$ cat config.mk
export PLATFORM = sky130hd
export DESIGN_NAME = rrsps_ram
export DESIGN_NICKNAME = d
export VERILOG_FILES = /design/src/hdl/rrsps_ram.sv
export SDC_FILE = /design/constraint.sdc
export NUM_CORES = 1
export LEC_CHECK = 0
export ABC_AREA = 1
export BUFFER_PORTS_ARGS = -buffer_cell sky130_fd_sc_hd__buf_2
export CORE_ASPECT_RATIO = 2
export CORE_MARGIN = 1.5
export CORE_UTILIZATION = 65
export DETAILED_ROUTE_END_ITERATION = 10
export PLACE_DENSITY = 0.9
export SLEW_MARGIN = 40
export SYNTH_ARGS = -nofsm -noshare
export SYNTH_HDL_FRONTEND = slang
export SYNTH_SLANG_ARGS = --single-unit
$ cat constraint.sdc
create_clock -name clk -period 2.58 [get_ports clk]
set_input_delay 0.387 -clock clk [delete_from_list [all_inputs] [get_ports clk]]
set_output_delay 0.387 -clock clk [all_outputs]
set_load 0.01 [all_outputs]
$ cat src/hdl/rrsps_ram.sv
// ----------------------------------------------------------------------------
// rrsps_ram
// Generic single-port-write, single-port-read RAM with registered read data.
// ----------------------------------------------------------------------------
module rrsps_ram #(
    parameter int WIDTH = 16,
    parameter int DEPTH = 8
) (
    input  logic                     clk,
    input  logic                     we,
    input  logic [$clog2(DEPTH)-1:0] waddr,
    input  logic [WIDTH-1:0]         wdata,
    input  logic                     re,
    input  logic [$clog2(DEPTH)-1:0] raddr,
    output logic [WIDTH-1:0]         rdata
);

    logic [WIDTH-1:0] mem [DEPTH];
    logic [WIDTH-1:0] rdata_reg;

    // write port
    always_ff @(posedge clk)
    begin
        if (we)
        begin
            mem[waddr] <= wdata;
        end
    end

    // registered read port, holds while idle
    always_ff @(posedge clk)
    begin
        if (re)
        begin
            rdata_reg <= mem[raddr];
        end
    end

    assign rdata = rdata_reg;

endmodule

==> run metrics, run 1 <==
Detailed Route WL approximately 13000 um; number of distinct library cells after synthesis 9; wire length of the first global-routing pass ~20000 um; Crit. End Element flip-flop; count of buffers inserted at the top-level ports 40; Worst slew margin 0.501; Vias per Instance ~5.7; Comb power frac 0.063; clock tree skew after final layout slightly below 0.008 ns; DRC violation total after the first TritonRoute iteration about 430; width of the chip slightly above 70 um; Internal Power ~4.1 mW; Min-Delay Startpoint wdata[0]; P per Cell Area about 760 mW/mm^2; CP endpoint rdata[8]; top-area cell type share of the netlist area 0.703; launch point of the worst reg-to-reg path mem[3][15]; Tmin final approximately 1.8 ns; number of iterations in the first detailed-routing pass 8; Mapped Area approximately 0.0061 mm^2; die footprint 0.0101 mm^2; Die Y roughly 140 um; register-to-register path setup slack around 1.2 ns; Synth warnings 0; worst slack at placement around 0.4 ns; net switching power figure 1.22 mW; highest clock frequency the design can meet 555 MHz; share of cells above drive strength 1 0.127; top cell type by total area after synthesis edfxtp_1; worst-path maximum fanout 33; Final Net Count 659; Hold Violations, Final 0; Final Max Tran Viols 0; htree depth 4; Final TNS setup 0 ns; area growth from synthesis to layout 13.6%; type of element launching the critical path primary input; register clock-pin slew on the reported worst setup and hold paths about 0.060 ns; Crit. Startpoint raddr[1]; switching share of total power 0.230; WP data required 2.76 ns; power share of the sequential group 0.506; post-synthesis sequential element count roughly 140; antenna-violating nets left 0; insertion delay to the later sink of the worst-skew pair approximately 0.43 ns; CTS sink count between 100 and 150; Max Buffers Root-to-Sink 2; count of unresolved DRC violations after routing 0; initial core utilization 0.664; list of cells traversed by the critical path buf_2 > inv_1 > buf_12 > nand3_1 > nand2_1 > nand2_1 > nand2_1; Leakage Power 3.24 nW; outcome complete, no violations; slew at the pin with the worst max-slew slack 0.748 ns; max cap viols 0; synth top area cells edfxtp_1 70%, nand2_1 13%, inv_1 8.1%, nand3_1 5.2%, buf_6 1.3%; setup repair after global routing missed its margin false; Syn Inst Count about 600; Critical-path top delay cell buf_2; Worst VDD drop between 0.6 and 0.7 mV; core footprint 0.00926 mm^2; Clock Root Buffer clkbuf_16; syn_nets approximately 610; delay of the slowest cell on the worst path about 0.55 ns; total of fill cells in the finished design 512; via count of the first global-routing pass 4094; cts bufs inserted 17; initial antenna violation count 0; global route total overflow 0; clock tree from TritonCTS yes; largest net degree at the start of global routing 65; Worst Setup Slack, final 0.779 ns; syn avg cell area about 10 um^2; Final HPWL DP 7410 um; endpoints failing setup 0; number of top-level pins 41; Seq/Total Area, Yosys 0.703; data arrival at the endpoint of the critical path just under 2 ns; Register-to-Register Path Depth 6; Sequential cell area around 0.0043 mm^2; clock network power share 0.430; site row count 50; quantity of hold-fixing buffers added after cts 0; count of vias placed by the detailed router around 4300; combined area of the multi-input logic cells about 0.0012 mm^2; CP Class in2reg; flip-flop count of the largest register, all copies and words added between 100 and 150; total routing usage reported by global routing 0.282; number of gates given a new drive strength after cts 0; crit share post-route 0.698; total power of the final layout 5.33 mW; type of the most critical hold path in2reg; Most common cell on crit path nand2_1; ant diodes 0; R2R Path End rdata[15]; number of post-CTS setup repair buffers 0; last weighted congestion value of the routability-driven placer a little over 0.8; Routed WL per cell between 15 and 20 um
cells in the final DEF, fill, tap and decap left out:
master	netlist	layout
inv_2	1	1
nor2_1	8	8
buf_4	4	9
clkinvlp_4	0	3
clkinv_4	0	7
inv_1	133	133
bufinv_16	0	1
clkbuf_16	0	17
edfxtp_1	144	144
buf_2	12	40
nand2_1	214	214
inv_6	0	2
buf_12	0	2
clkinv_1	0	2
nand3_1	64	64
final cells by class:
class                           instances  area share
Multi-Input combinational cell        286       0.165
Timing Repair Buffer                   51      0.0441
Clock buffer                           17      0.0609
Inverter                              134      0.0720
Sequential cell                       144       0.619
Tap cell                              104      0.0186
Clock inverter                         15      0.0199
metrics by stage:
| stage | util | area (um^2) | instances | hold WS, ns |
|---|---|---|---|---|
| after floorplan | - | 6150 | 587 | 0.486 |
| after detailed placement | 0.693 | 6420 | 719 | 0.651 |
| after global routing | 0.754 | 6980 | 751 | 0.216 |
| after CTS | 0.754 | 6980 | 751 | 0.211 |
| final | 0.754 | 6980 | 751 | 0.223 |
| after global placement | 0.693 | 6420 | 719 | 0.641 |
routing by layer:
layer,vias up,routed length (um),track usage
li1,1928,-,-
met3,70,1100,0.0734
met1,1979,4390,0.302
met4,0,673,0.202
met5,-,0,0
met2,280,7320,0.471
power groups by stage:
stage                     clock, mW  sequential (mW)  combinational, mW
after floorplan                   0             2.75              0.195
after global placement            0             2.74              0.303
after detailed placement          0             2.75              0.323
after CTS                      2.30             2.70              0.332
after global routing           2.40             2.70              0.366
final                          2.29             2.70              0.337
how the worst min path moves through the flow:
stage	depth (start not counted)	end	slack (ns)
after floorplan	0	mem[0][0]	0.49
after global placement	1	mem[2][0]	0.64
after detailed placement	1	mem[2][0]	0.65
after CTS	1	mem[4][0]	0.21
after global routing	1	mem[4][0]	0.22
final	1	mem[3][0]	0.22
cell families (layout without fill, tap and decap cells):
kind of cell	after synthesis	after routing	share of synthesized area
buffers and inverters	157	217	0.109
AND/OR/NAND/NOR	286	286	0.188
flip-flops	144	144	0.703
cells in the mapped netlist:
cell and n:
buf_4 4, nor2_1 8, nand3_1 64, buf_6 7
nand2_1 214, inv_2 1, inv_1 133, buf_2 12
edfxtp_1 144
critical path: cells and delay by family:
| family | cells | cell delay [ns] |
|---|---|---|
| AND/OR/NAND/NOR | 4 | 0.33 |
| buffers and inverters | 3 | 1.24 |
(Power assumes the default switching activity.)
==> run 2, diff against run 1 <==
--- a/config.mk
+++ b/config.mk
@@ -9,9 +9,9 @@
 export BUFFER_PORTS_ARGS = -buffer_cell sky130_fd_sc_hd__buf_2
 export CORE_ASPECT_RATIO = 2
 export CORE_MARGIN = 1.5
-export CORE_UTILIZATION = 65
+export CORE_UTILIZATION = 54
 export DETAILED_ROUTE_END_ITERATION = 10
-export PLACE_DENSITY = 0.9
+export PLACE_DENSITY = 0.8
 export SLEW_MARGIN = 40
 export SYNTH_ARGS = -nofsm -noshare
 export SYNTH_HDL_FRONTEND = slang
==> constraint.sdc (replaced) <==
create_clock -name clk -period 1.5 [get_ports clk]
set_input_delay 0.225 -clock clk [delete_from_list [all_inputs] [get_ports clk]]
set_output_delay 0.225 -clock clk [all_outputs]
set_load 0.01 [all_outputs]
==> run 2 against run 1 <==
Highest routed layer unchanged; critical path depth decreased by 6; critical endpoint is now rdata[5]; worst setup slack got worse by 0.47 ns; core utilization fell by 10 points; clock skew increased by 0.00068 ns.
==> run metrics, run 2 (synthesized netlist as in run 1, its figures left out) <==
core footprint between 0.01 and 0.015 mm^2; initial core utilization 0.548; site row count 55; crit share post-route 0.797; Worst slew margin 0.667; number of post-CTS setup repair buffers 0; share of cells above drive strength 1 0.132; register clock-pin slew on the reported worst setup and hold paths approximately 0.060 ns; CTS sink count between 100 and 150; max cap viols 0; Buf/Inv on CP 1; Final HPWL DP between 7000 and 8000 um; Comb power frac 0.061; last weighted congestion value of the routability-driven placer ~0.75; commonest non-fill, non-tap cells in the layout 214 x nand2_1, 144 x edfxtp_1, 133 x inv_1; Leakage Power 3.35 nW; width of the chip 78.5 um; Final Net Count ~660; worst-path maximum fanout 1; delay of the slowest cell on the worst path 0.39 ns; wire length of the first global-routing pass 22000 um; endpoints failing setup 0; number of gates given a new drive strength after cts 0; htree depth 4; Final Max Tran Viols 0; Worst VDD drop ~1 mV; clock network power share 0.482; highest clock frequency the design can meet roughly 840 MHz; cell family with most CP delay flip-flops; count of unresolved DRC violations after routing 0; initial antenna violation count 1; flip-flop count of the largest register, all copies and words added between 100 and 150; outcome complete, no violations; type of element launching the critical path flip-flop; Die Y 154 um; insertion delay to the later sink of the worst-skew pair roughly 0.42 ns; area growth from synthesis to layout 18.9%; largest net degree at the start of global routing between 60 and 70; global route total overflow 0; Final TNS setup 0 ns; most frequent standard cell in the layout excluding fill and tap cells nand2_1; cts bufs inserted 17; via count of the first global-routing pass around 4500; clock tree skew after final layout approximately 0.0085 ns; total routing usage reported by global routing 0.250; Internal Power just over 8 mW; Vias per Instance roughly 5.4; total power of the final layout approximately 10 mW; WP data required around 1.3 ns; number of top-level pins between 40 and 50; Max Buffers Root-to-Sink 2; Routed WL per cell between 15 and 20 um; Clock Root Buffer clkbuf_16; DRC violation total after the first TritonRoute iteration 434; Tmin final 1.20 ns; P per Cell Area around 1400 mW/mm^2; slew at the pin with the worst max-slew slack approximately 0.5 ns; power share of the sequential group 0.457; antenna-violating nets left 0; clock tree from TritonCTS yes; switching share of total power 0.205; Crit. End Element output port; Critical-path top delay cell edfxtp_1; quantity of hold-fixing buffers added after cts 0; Hold Violations, Final 0; die footprint approximately 0.012 mm^2; data arrival at the endpoint of the critical path 0.97 ns; Detailed Route WL about 14000 um; list of cells traversed by the critical path buf_2; setup repair after global routing missed its margin false; count of vias placed by the detailed router 4261; type of the most critical hold path in2reg; net switching power figure between 2 and 2.5 mW; count of buffers inserted at the top-level ports 40; number of iterations in the first detailed-routing pass 8; CP Class reg2out
## run 2: cell count changes in the layout (fill, tap and decap cells not counted), sizes merged
cell,change
bufinv,+6
buf,+4
clkinv,-4
clkinvlp,-1
diode,+1
inv,-1
## run 2: final timing paths
| check | startpoint | to | slack, ns | cells past startpoint |
|---|---|---|---|---|
| worst min register to register | mem[5][3] | rdata[3] | 0.71 | 6 |
| worst max-delay path | rdata[5] | rdata[5] | 0.30 | 1 |
| worst max register to register | mem[6][9] | rdata[9] | 0.40 | 6 |
| worst min-delay path | wdata[2] | mem[0][2] | 0.07 | 1 |
## run 2: power groups by stage
stage	Clock, mW	Combinational, mW	Sequential [mW]
5_1_grt	5.09	0.683	4.65
3_3_place_gp	0	0.560	4.71
4_1_cts	4.91	0.616	4.64
6_report	4.90	0.619	4.64
3_5_place_dp	0	0.597	4.72
2_1_floorplan	0	0.335	4.73
## run 2: metrics by stage
step / hold slack [ns] / utilization / setup WS [ns] / instances / cell area [um^2]
2_1_floorplan: 0.324 / - / 0.0515 / 587 / 6150
3_3_place_gp: 0.479 / 0.590 / 0.271 / 761 / 6620
3_5_place_dp: 0.495 / 0.590 / 0.197 / 761 / 6620
4_1_cts: 0.0622 / 0.652 / 0.285 / 793 / 7310
5_1_grt: 0.0688 / 0.652 / 0.269 / 794 / 7310
6_report: 0.0700 / 0.652 / 0.305 / 794 / 7310
## run 2: layout make-up
cell class,instances,area (um^2)
timing repair buffer,55,463
fill,794,3900
sequential,144,4320
antenna,1,2.50
tap,142,178
multi-input combinational,286,1150
clock buffer,17,425
clock inverter,15,264
inverter,134,503
## run 2: layer usage
| metal | track usage | routed length (um) | up-vias |
|---|---|---|---|
| li1 | - | - | 1938 |
| met1 | 0.274 | 4770 | 2043 |
| met2 | 0.439 | 7800 | 229 |
| met3 | 0.0570 | 886 | 51 |
| met4 | 0.135 | 548 | 0 |
| met5 | 0 | 0 | - |
==> run 3, diff against run 2 <==
==> constraint.sdc (replaced) <==
create_clock -name clk -period 1.05 [get_ports clk]
set_input_delay 0.1575 -clock clk [delete_from_list [all_inputs] [get_ports clk]]
set_output_delay 0.1575 -clock clk [all_outputs]
set_load 0.01 [all_outputs]
==> run 3 against run 2 <==
The run now ends with negative setup slack left; clock-buffer cell count rose by 1; combinational power up 50%; cell count increased by 1.0%; worst hold slack worse by 0.061 ns; largest cell class unchanged; highest routed layer unchanged.
==> run metrics, run 3 (synthesized netlist as in run 1, its figures left out) <==
die footprint between 0.01 and 0.015 mm^2; Routed WL per cell about 17 um; fin util 0.656; violations in the final reports negative setup slack; largest net degree at the start of global routing 25; Detailed Route WL around 13000 um; Hold Violations, Final 0; Leakage Power ~3.4 nW; endpoints failing setup 16; number of top-level pins slightly above 40; antenna-violating nets left 0; Tmin final 1.14 ns; highest clock frequency the design can meet between 800 and 900 MHz; register clock-pin slew on the reported worst setup and hold paths around 0.06 ns; worst slack at placement -0.131 ns; Max Buffers Root-to-Sink 2; area growth from synthesis to layout 19.7%; top layer in use met4; data arrival at the endpoint of the critical path just under 1 ns; DRC violation total after the first TritonRoute iteration roughly 400; type of the most critical hold path in2reg; last weighted congestion value of the routability-driven placer just under 0.8; met2 wire length 7270 um; Worst slew margin 0.816; initial antenna violation count 0; via count of the first global-routing pass around 4400; site row count 55; htree depth 4; Cell Count Post-Placement 769; wire length of the first global-routing pass between 20000 and 25000 um; global route total overflow 0; most frequent standard cell in the layout excluding fill and tap cells nand2_1; flip-flop count of the largest register, all copies and words added approximately 130; CTS sink count between 100 and 150; count of buffers inserted at the top-level ports 40; width of the chip 78.5 um; worst-path maximum fanout 1; type of element launching the critical path flip-flop; P per Cell Area 1820 mW/mm^2; Final HPWL DP about 8000 um; number of post-CTS setup repair buffers 0; Buf/Inv on CP 1; Clock Root Buffer clkbuf_16; setup repair after global routing missed its margin true; Die Y roughly 150 um; Critical-path top delay cell edfxtp_1; WP data required 0.89 ns; Crit. End Element output port; clock tree skew after final layout just under 0.006 ns; Final Net Count around 670; cell family with most CP delay flip-flops; count of unresolved DRC violations after routing 0; crit share post-route 1.08; Layout Cells excl Fill 802; Worst VDD drop around 1.2 mV; Worst Setup Slack, final -0.0891 ns; max cap viols 0; share of cells above drive strength 1 0.167; delay of the slowest cell on the worst path about 0.40 ns; count of vias placed by the detailed router roughly 4200; insertion delay to the later sink of the worst-skew pair 0.42 ns; initial core utilization 0.548; Min-Delay Path Depth 1; number of cells on the critical path 1; met3 layer wire length in the routed design ~800 um; Vias per Instance ~5.2; clock tree from TritonCTS yes; Min-Delay Startpoint wdata[15]; total routing usage reported by global routing 0.239; CP Class reg2out; launch point of the worst reg-to-reg path mem[5][4]; slew at the pin with the worst max-slew slack between 0.2 and 0.3 ns; Crit. Startpoint rdata[3]; routed metal-1 wire length between 4000 and 5000 um; commonest non-fill, non-tap cells in the layout 211 x nand2_1, 144 x edfxtp_1, 130 x inv_1; cts bufs inserted 17; Final Max Tran Viols 0; total of fill cells in the finished design between 700 and 800; core footprint 0.0112 mm^2; list of cells traversed by the critical path buf_2; outcome finished, violations left; ant diodes 0; number of iterations in the first detailed-routing pass 5; Register-to-Register Path Depth 6
==> run 3: cell count changes in the layout (fill, tap and decap cells not counted), sizes merged <==
cell,change
diode,-1
inv,-1
clkinvlp,+1
buf,+8
dlygate4sd3,+3
bufinv,-4
clkinv,+1
clkbuf,+1
==> run 3: layout make-up <==
| cell class | instances | area, um^2 | share of cell area |
|---|---|---|---|
| clock buffers | 18 | 429 | 0.0583 |
| clock inverters | 12 | 145 | 0.0197 |
| inverters | 134 | 503 | 0.0683 |
| multi-input cells | 286 | 1210 | 0.164 |
| flip-flops and latches | 144 | 4320 | 0.587 |
| well taps | 142 | 178 | 0.0241 |
| repair buffers | 66 | 578 | 0.0785 |
==> run 3: what timing repair did <==
item                                    CTS  global route
endpoints found under the setup margin   16            26
hold buffers                              3             0
endpoints found under the hold margin    19             0
pin swaps                                 0            17
resized for setup                         0            10
==> run 3: worst register-to-register path, stage by stage, from the launching register on <==
cell      delay (ns)
edfxtp_1        0.37
inv_1           0.06
nand2_1         0.04
nand3_1         0.08
nand2_1         0.08
nand2_1         0.08
nand2_1         0.05
==> run 3: path summary, 6_finish.rpt <==
check,to,slack [ns]
max,rdata[3],-0.09
min,mem[2][15],0.009
max reg2reg,rdata[4],0.03
min reg2reg,rdata[11],0.71
==> run 3: power breakdown <==
part	switching [mW]	leakage (nW)	total (mW)	internal, mW
sequential	0.0579	1.32	6.63	6.57
clock	2.17	0.275	5.84	3.67
combinational	0.599	1.76	0.930	0.331
total	2.82	3.36	13.4	10.6
==> run 3: metal layers <==
layer  global-route usage  vias up
met3               0.0599       65
met1                0.251     1972
met2                0.421      191
met5                    0        -
li1                     -     1954
met4                0.143        0
==> run 3: through the flow <==
| step | hold WS, ns | area, um^2 | setup TNS, ns | total power, mW |
|---|---|---|---|---|
| after CTS | 0.000828 | 7340 | -0.896 | 13.4 |
| final | 0.00907 | 7360 | -0.627 | 13.4 |
| after global routing | 0.0158 | 7360 | -1.39 | 13.8 |
| after global placement | 0.417 | 6730 | -6.24 | 7.58 |
| after detailed placement | 0.425 | 6730 | -10.90 | 7.63 |
| after floorplan | 0.256 | 6170 | -13.28 | 7.24 |
